==> src/rtl/skh_pkg.sv <==
// Shared types and constants for the streaming key hasher.
package skh_pkg;

   localparam int INDEX_BITS_DEFAULT = 10;
   localparam int COUNT_BITS         = 12;
   localparam int LANES              = 8;

   localparam logic [COUNT_BITS-1:0] COUNT_MAX = 12'hfff;

   localparam logic [7:0] CH_LF = 8'h0a;
   localparam logic [7:0] CH_CR = 8'h0d;
   localparam logic [7:0] CH_SP = 8'h20;

   // Lane code meaning "no delimiter in this word".
   localparam logic [3:0] LANE_NONE = 4'd8;
   // Last lane; nothing can follow a delimiter here.
   localparam logic [3:0] LANE_LAST = 4'd7;

   typedef struct packed {
      logic        delim_found;
      logic [3:0]  lane;        // delimiter lane, LANE_NONE if absent
      logic [63:0] piece;       // key bytes, right-justified
      logic [63:0] rest;        // bytes after delimiter (and LF), left-aligned
      logic [2:0]  rest_bytes;
   } scan_type;

endpackage

==> src/rtl/skh_scan.sv <==
// Delimiter search over eight byte lanes, key piece and rest extraction.
module skh_scan (
   input  logic [63:0]      word,
   output skh_pkg::scan_type scan
);

   logic [3:0]  lane;
   logic [7:0]  lane_byte;
   logic [6:0]  piece_shift;
   logic [6:0]  rest_shift;
   logic [63:0] rest_pre;
   logic [2:0]  rest_n;

   // First delimiter from the top lane (lane 0, bits 63:56) wins.
   always_comb begin
      lane      = skh_pkg::LANE_NONE;
      lane_byte = '0;
      for (int i = skh_pkg::LANES - 1; i >= 0; i--) begin
         lane_byte = word[63 - 8*i -: 8];
         if (lane_byte == skh_pkg::CH_CR || lane_byte == skh_pkg::CH_SP) begin
            lane = 4'(i);
         end
      end
   end

   assign piece_shift = 7'd64 - {lane, 3'b000};
   assign rest_shift  = {lane + 4'd1, 3'b000};

   always_comb begin
      scan.delim_found = (lane != skh_pkg::LANE_NONE);
      scan.lane        = lane;
      if (lane == 4'd0) begin
         scan.piece = '0;
      end else begin
         scan.piece = word >> piece_shift;
      end

      if (lane == skh_pkg::LANE_NONE || lane == skh_pkg::LANE_LAST) begin
         rest_pre = '0;
         rest_n   = '0;
      end else begin
         rest_pre = word << rest_shift;
         rest_n   = 3'(skh_pkg::LANE_LAST - lane);
      end

      // One LF right after the delimiter is dropped.
      if (rest_n != 3'd0 && rest_pre[63:56] == skh_pkg::CH_LF) begin
         scan.rest       = rest_pre << 8;
         scan.rest_bytes = rest_n - 3'd1;
      end else begin
         scan.rest       = rest_pre;
         scan.rest_bytes = rest_n;
      end
   end

endmodule

==> src/rtl/skh_wang.sv <==
// 64-bit shift-add integer hash, combinational.
module skh_wang (
   input  logic [63:0] key,
   output logic [63:0] hash
);

   logic [63:0] k1, k2, k3, k4, k5, k6;

   assign k1   = (~key) + (key << 21);
   assign k2   = k1 ^ (k1 >> 24);
   assign k3   = (k2 + (k2 << 3)) + (k2 << 8);
   assign k4   = k3 ^ (k3 >> 14);
   assign k5   = (k4 + (k4 << 2)) + (k4 << 4);
   assign k6   = k5 ^ (k5 >> 28);
   assign hash = k6 + (k6 << 31);

endmodule

==> src/rtl/streaming_key_hasher.sv <==
// Top level: streaming key hasher, one text word in, one result item out.
// Path: req accept loads the input register, then the result register drives rsp_valid.
// Throughput: one item per cycle while rsp_ready holds; the scan and hash sit between the two
//   registers, and the running count/index update in the same cycle the result is loaded.
// Reset (synchronous, active high) clears both valid flags, the byte count and
//   the hash index; payload registers are not reset.
module streaming_key_hasher #(
   parameter int INDEX_BITS = skh_pkg::INDEX_BITS_DEFAULT
) (
   input  logic                  clock,
   input  logic                  reset,
   input  logic                  req_valid,
   output logic                  req_ready,
   input  logic [63:0]           req_text_word,
   output logic                  rsp_valid,
   input  logic                  rsp_ready,
   output logic                  rsp_key_done,
   output logic [63:0]           rsp_key_piece,
   output logic [3:0]            rsp_piece_bytes,
   output logic [INDEX_BITS-1:0] rsp_bucket_index,
   output logic [11:0]           rsp_key_length,
   output logic [63:0]           rsp_rest_word,
   output logic [2:0]            rsp_rest_bytes
);

   localparam int CB = skh_pkg::COUNT_BITS;
   // Width for hash + count sum before it is folded into the index.
   localparam int SW = (INDEX_BITS > CB) ? INDEX_BITS : CB;

   // Input register
   logic        in_valid_ff, in_valid_in;
   logic [63:0] in_word_ff;

   // Running key state
   logic [CB-1:0]         count_ff, count_in;
   logic [INDEX_BITS-1:0] acc_ff, acc_in;

   // Result register
   logic                  rsp_valid_ff, rsp_valid_in;
   logic                  key_done_ff;
   logic [63:0]           piece_ff;
   logic [3:0]            piece_bytes_ff;
   logic [INDEX_BITS-1:0] index_ff, index_in;
   logic [CB-1:0]         length_ff;
   logic [63:0]           rest_ff;
   logic [2:0]            rest_bytes_ff;

   // Datapath
   skh_pkg::scan_type     scan;
   logic [63:0]           hash;
   logic [3:0]            add_bytes;
   logic [CB:0]           count_sum;
   logic [CB-1:0]         count_sat;
   logic [CB-1:0]         hash_count;
   logic [SW-1:0]         mix_sum;
   logic [INDEX_BITS-1:0] mix;

   logic accept, advance, out_free;

   // Handshake: the input register drains whenever the result register is
   // empty or being taken this cycle.
   assign out_free  = !rsp_valid_ff || rsp_ready;
   assign advance   = in_valid_ff && out_free;
   assign req_ready = !in_valid_ff || advance;
   assign accept    = req_valid && req_ready;

   skh_scan u_scan (
      .word (in_word_ff),
      .scan (scan)
   );

   // Whole word when no delimiter; key tail otherwise (piece == word then).
   skh_wang u_wang (
      .key  (scan.piece),
      .hash (hash)
   );

   // Count grows by 8 for a whole key word, by the lane for the closing word.
   assign add_bytes = scan.delim_found ? scan.lane : 4'd8;
   assign count_sum = {1'b0, count_ff} + (CB+1)'(add_bytes);
   assign count_sat = count_sum[CB] ? skh_pkg::COUNT_MAX : count_sum[CB-1:0];

   // Whole words mix in the updated count, the closing word the old one.
   assign hash_count = scan.delim_found ? count_ff : count_sat;
   assign mix_sum    = hash[SW-1:0] + SW'(hash_count);
   assign mix        = mix_sum[INDEX_BITS-1:0];

   always_comb begin
      // A delimiter in the first lane leaves the index untouched.
      if (scan.lane == 4'd0) begin
         index_in = acc_ff;
      end else begin
         index_in = acc_ff ^ mix;
      end

      if (scan.delim_found) begin
         count_in = '0;
         acc_in   = '0;
      end else begin
         count_in = count_sat;
         acc_in   = index_in;
      end

      if (accept) begin
         in_valid_in = 1'b1;
      end else if (advance) begin
         in_valid_in = 1'b0;
      end else begin
         in_valid_in = in_valid_ff;
      end

      if (advance) begin
         rsp_valid_in = 1'b1;
      end else if (rsp_ready) begin
         rsp_valid_in = 1'b0;
      end else begin
         rsp_valid_in = rsp_valid_ff;
      end
   end

   always_ff @(posedge clock) begin
      if (reset) begin
         in_valid_ff  <= 1'b0;
         rsp_valid_ff <= 1'b0;
         count_ff     <= '0;
         acc_ff       <= '0;
      end else begin
         in_valid_ff  <= in_valid_in;
         rsp_valid_ff <= rsp_valid_in;
         if (advance) begin
            count_ff <= count_in;
            acc_ff   <= acc_in;
         end
      end
   end

   always_ff @(posedge clock) begin
      if (accept) begin
         in_word_ff <= req_text_word;
      end
      if (advance) begin
         key_done_ff    <= scan.delim_found;
         piece_ff       <= scan.piece;
         piece_bytes_ff <= add_bytes;
         index_ff       <= index_in;
         length_ff      <= count_sat;
         rest_ff        <= scan.rest;
         rest_bytes_ff  <= scan.rest_bytes;
      end
   end

   assign rsp_valid        = rsp_valid_ff;
   assign rsp_key_done     = key_done_ff;
   assign rsp_key_piece    = piece_ff;
   assign rsp_piece_bytes  = piece_bytes_ff;
   assign rsp_bucket_index = index_ff;
   assign rsp_key_length   = length_ff;
   assign rsp_rest_word    = rest_ff;
   assign rsp_rest_bytes   = rest_bytes_ff;

   // A closing word clears the running key state.
   a_state_clears: assert property (@(posedge clock) disable iff (reset)
      (advance && scan.delim_found) |=> (count_ff == '0 && acc_ff == '0))
      else $error("key state not cleared after delimiter");

   // A word held in the input register stays put while the output is blocked.
   a_input_holds: assert property (@(posedge clock) disable iff (reset)
      (in_valid_ff && !advance) |=> (in_valid_ff && $stable(in_word_ff)))
      else $error("input register lost a stalled item");

   // A whole key word carries eight bytes, no rest, and at least eight counted.
   a_whole_word: assert property (@(posedge clock) disable iff (reset)
      (rsp_valid && !rsp_key_done) |->
         (rsp_piece_bytes == 4'd8 && rsp_rest_bytes == 3'd0 && rsp_key_length >= 12'd8))
      else $error("whole key word result inconsistent");

   // A closing word never reports more key bytes than lanes before the last.
   a_closing_word: assert property (@(posedge clock) disable iff (reset)
      (rsp_valid && rsp_key_done) |->
         (rsp_piece_bytes <= 4'd7 && 4'(rsp_rest_bytes) + rsp_piece_bytes <= 4'd7))
      else $error("closing word byte counts inconsistent");

endmodule

==> config.mk <==
export PLATFORM = sky130hd
export DESIGN_NAME = streaming_key_hasher
export DESIGN_NICKNAME = d
export VERILOG_FILES = /design/src/rtl/skh_pkg.sv /design/src/rtl/skh_scan.sv /design/src/rtl/skh_wang.sv /design/src/rtl/streaming_key_hasher.sv
export SDC_FILE = /design/constraint.sdc
export NUM_CORES = 1
export LEC_CHECK = 0
export BUFFER_PORTS_ARGS = -buffer_cell sky130_fd_sc_hd__buf_4
export CAP_MARGIN = 20
export CORE_UTILIZATION = 55
export DETAILED_ROUTE_END_ITERATION = 10
export PLACE_DENSITY = 0.73
export SETUP_SLACK_MARGIN = 0.2
export SKIP_LAST_GASP = 1
export SLEW_MARGIN = 20
export SYNTH_ARGS = -nofsm -noshare
export SYNTH_HDL_FRONTEND = slang
export SYNTH_SLANG_ARGS = --single-unit
==> constraint.sdc <==
create_clock -name clock -period 18.4 [get_ports clock]
set_input_delay 2.76 -clock clock [delete_from_list [all_inputs] [get_ports clock]]
set_output_delay 2.76 -clock clock [all_outputs]
set_load 0.1 [all_outputs]
==> qor.log <==
[final_layout] area occupied by registers 7150 um^2
[logic_synthesis] top area cells in the synthesized netlist edfxtp_1 31%, ha_1 11%, xnor2_1 7.1%
[floorplanning] core region area 38000 um^2
[sta] worst slew margin relative to its limit 32.3%
[place] placer congestion estimate 1.04
[routing] routed wire length per instance 23.1 um
[sta] Final setup viols 0
[setup_path] type of the worst setup path register to register
[sta] actual transition at the worst max-transition pin 0.988 ns
[clock_network] sinks on the clock net 246
[logic_synthesis] number of enable-type register cells in the synthesized netlist 222
[sta] setup TNS 0 ns
[logic_synthesis] Net Count, Synth 2566
[sta] final hold viol count 0
[logic_synthesis] dominant combinational cell family by area after synthesis compound AO/OA/AOI/OAI gates
[clock_network] clock tree root buffer cell clkbuf_16
[logic_synthesis] portion of netlist area occupied by mux cells 5.44%
[final_layout] filler cell count in the final layout 3171
[global_route] met2 usage 52.3%
[logic_synthesis] number of synthesized register bits 246
[logic_synthesis] Synth area leader edfxtp_1
[logic_synthesis] Post-synth ARST share 0%
[routing] Final Routed Wirelength 69500 um
[global_route] first-pass GRT wire length 103000 um
[global_route] met1 track utilization from global routing 49.8%
[sta] final-layout worst hold slack 0.498 ns
[routing] Routed Antenna Nets 0
[routing] vias 18618
[setup_path] minimum setup slack among reg-to-reg paths 1.16 ns
[final_layout] multi-input logic area 13300 um^2
[place] Port Buf Inserts 227
[sta] post-route minimum period 17.24 ns
[logic_synthesis] post-synthesis compound-gate area fraction 17.7%
[floorplanning] width of the die 199 um
[logic_synthesis] post-synthesis cell type count 93
[setup_path] data arrival time at the worst-slack endpoint 17.71 ns
[final_layout] most common cell after layout, fill and taps aside buf_4
[logic_synthesis] number of standard cells after synthesis 2273
[setup_path] Startpoint Class register
[global_route] gr usage total 34.4%
[clock_network] depth of the CTS H-tree 1
[logic_synthesis] simple-gate portion of the synthesized area 12.8%
[run_status] result of the run completed
[setup_path] cell with the biggest individual delay on the critical path o211ai_1
[clock_network] CTS tree done
[routing] via density per instance 6.19
[clock_network] clock transition at the registers of the reported paths 0.06 ns
[routing] number of remaining DRC errors 0
[logic_synthesis] area share of xor/xnor cells in the synthesized design 11.1%
[sta] final max-slew violation count 0
[global_route] total congestion overflow after global routing 0
[hold_path] type of the tightest min-delay check register to register
[logic_synthesis] predominant post-synthesis flop cell edfxtp_1
[clock_network] buffer levels on the longest clock path 3
[final_layout] count of nets after finishing 2768
[floorplanning] starting utilization of the core area 56.3%
[floorplanning] IO Pins 228
[floorplanning] area of the die 39700 um^2
[place] half-perimeter wire length of the detailed placement result 55400 um
[clock_network] clock latency reported for the late side of the worst-skew pair 0.59 ns
[setup_path] Worst Path Required 18.86 ns
[final_layout] number of antenna cells inserted 0
[setup_path] crit-path max cell delay 0.72 ns
[routing] number of design-rule violations left by the first detailed-router iteration 2150
[flow_run] max-cap viol count 0
[setup_path] endpoint type of the worst setup path register
[logic_synthesis] cell area after synthesis 21400 um^2
[sta] final setup skew 0.0235 ns
[sta] maximum frequency from static timing analysis 58.0 MHz
[logic_synthesis] total of warnings raised by yosys 0
[global_route] global routing's busiest layer met2
[logic_synthesis] average footprint of a synthesized cell 9.42 um^2
[routing] first drt pass iteration count 6
[sta] setup repair after global routing missed its margin false
[clock_network] number of buffers created by CTS 27
[final_layout] area growth from synthesis to layout 15.7%
[setup_path] Max FO, Critical Path 37
[global_route] antenna violations before repair 0
[floorplanning] Die Height 199 um
[global_route] maximum number of pins on one net before global-route repair 114
[global_route] vias in the first global route 17432
[logic_synthesis] share of synthesized cell area in full adder, half adder and majority cells 14.5%
[logic_synthesis] area share of the largest cell type after synthesis 31.1%
[final_layout] most used cells in the layout excluding fill and tap cells 250 x buf_4, 222 x edfxtp_1, 205 x inv_1
[global_route] met3 routing resource usage after global routing 6.14%
[sta] Period Utilization, post-route 93.7%
[floorplanning] Site Rows 71
[final_layout] share of post-route cells with drive strength above 1 14.5%
[setup_path] critical path's most frequent cell a21oi_1
[logic_synthesis] sequential share of the synthesized area 33.4%
==> registers in the layout, indices dropped and copies added, names as in the netlist <==
name,flops
acc_ff,10
count_ff,12
in_valid_ff,1
in_word_ff,64
rsp_bucket_index,10
rsp_key_done,1
rsp_key_length,12
rsp_key_piece,64
rsp_piece_bytes,4
rsp_rest_bytes,3
rsp_rest_word,64
rsp_valid,1
==> cell families after synthesis <==
kind of cell	after synthesis
compound gates	575
xor+xnor	261
fa+ha+maj	225
buf+inv	288
flops	246
mux	115
simple gates	563
==> cells in the mapped netlist, types with 14 or more instances <==
cell and count:
edfxtp_1 222, inv_1 206, ha_1 186, xnor2_1 173, a21oi_1 165, nand2_1 159
nor2_1 144, mux2i_1 110, o21ai_0 100, a21o_1 85, xor2_1 81, nand3_1 68
clkbuf_1 56, fa_1 39, nor2b_1 35, nor3_1 33, o21bai_1 30, a31oi_1 25
o21a_1 25, dfxtp_1 24, o22ai_1 24, a22oi_1 23, nand2b_1 22, buf_1 21
a211oi_1 20, and2_1 17, and3_1 14
==> area by class of cell <==
class                      count  share of cell area (%)
tap                          511                    2.58
inverter                     207                    3.17
sequential                   246                    28.9
clock buffer                  28                    2.74
multi-input combinational   1741                    53.7
clock inverter                21                    1.27
timing repair buffer         252                    7.70
==> critical path: cells and delay by family, from the launching register on <==
kind	cells	cell delay, ns
compound gates	34	7.68
xor+xnor	13	3.17
fa+ha+maj	7	2.87
simple gates	12	2.07
mux	2	0.55
flops	1	0.44
buf+inv	2	0.33
==> worst paths after layout <==
kind,from,end,cells after the start
setup reg to reg,in_word_ff[24],acc_ff[9],70
hold reg to reg,count_ff[3],count_ff[3],2
hold / removal,count_ff[3],count_ff[3],2
setup / recovery,in_word_ff[24],acc_ff[9],70
==> routing by layer <==
layer  up-vias  wire [um]
met2      1098      30000
met5         -          0
li1       8531          -
met4         0       2280
met1      8830      30000
met3       159       7320
==> per-stage QoR <==
step	instance area (um^2)	utilization (%)	setup WS, ns	cells
after floorplan	21400	-	2.03	2273
final	24800	65.2	1.16	3006
after global routing	24800	65.2	0.140	3006
after global placement	23700	62.2	0.970	2953
after CTS	24700	64.8	0.342	3002
after detailed placement	23700	62.2	0.450	2953
==> what timing repair did <==
action	in CTS	in global routing
buffers inserted	0	2
setup endpoints to repair	0	3
hold buffers	0	0
gates resized for setup	0	13
Power is not shown: default switching activity piles up to over one toggle a cycle in this logic, so the estimate is an artifact.
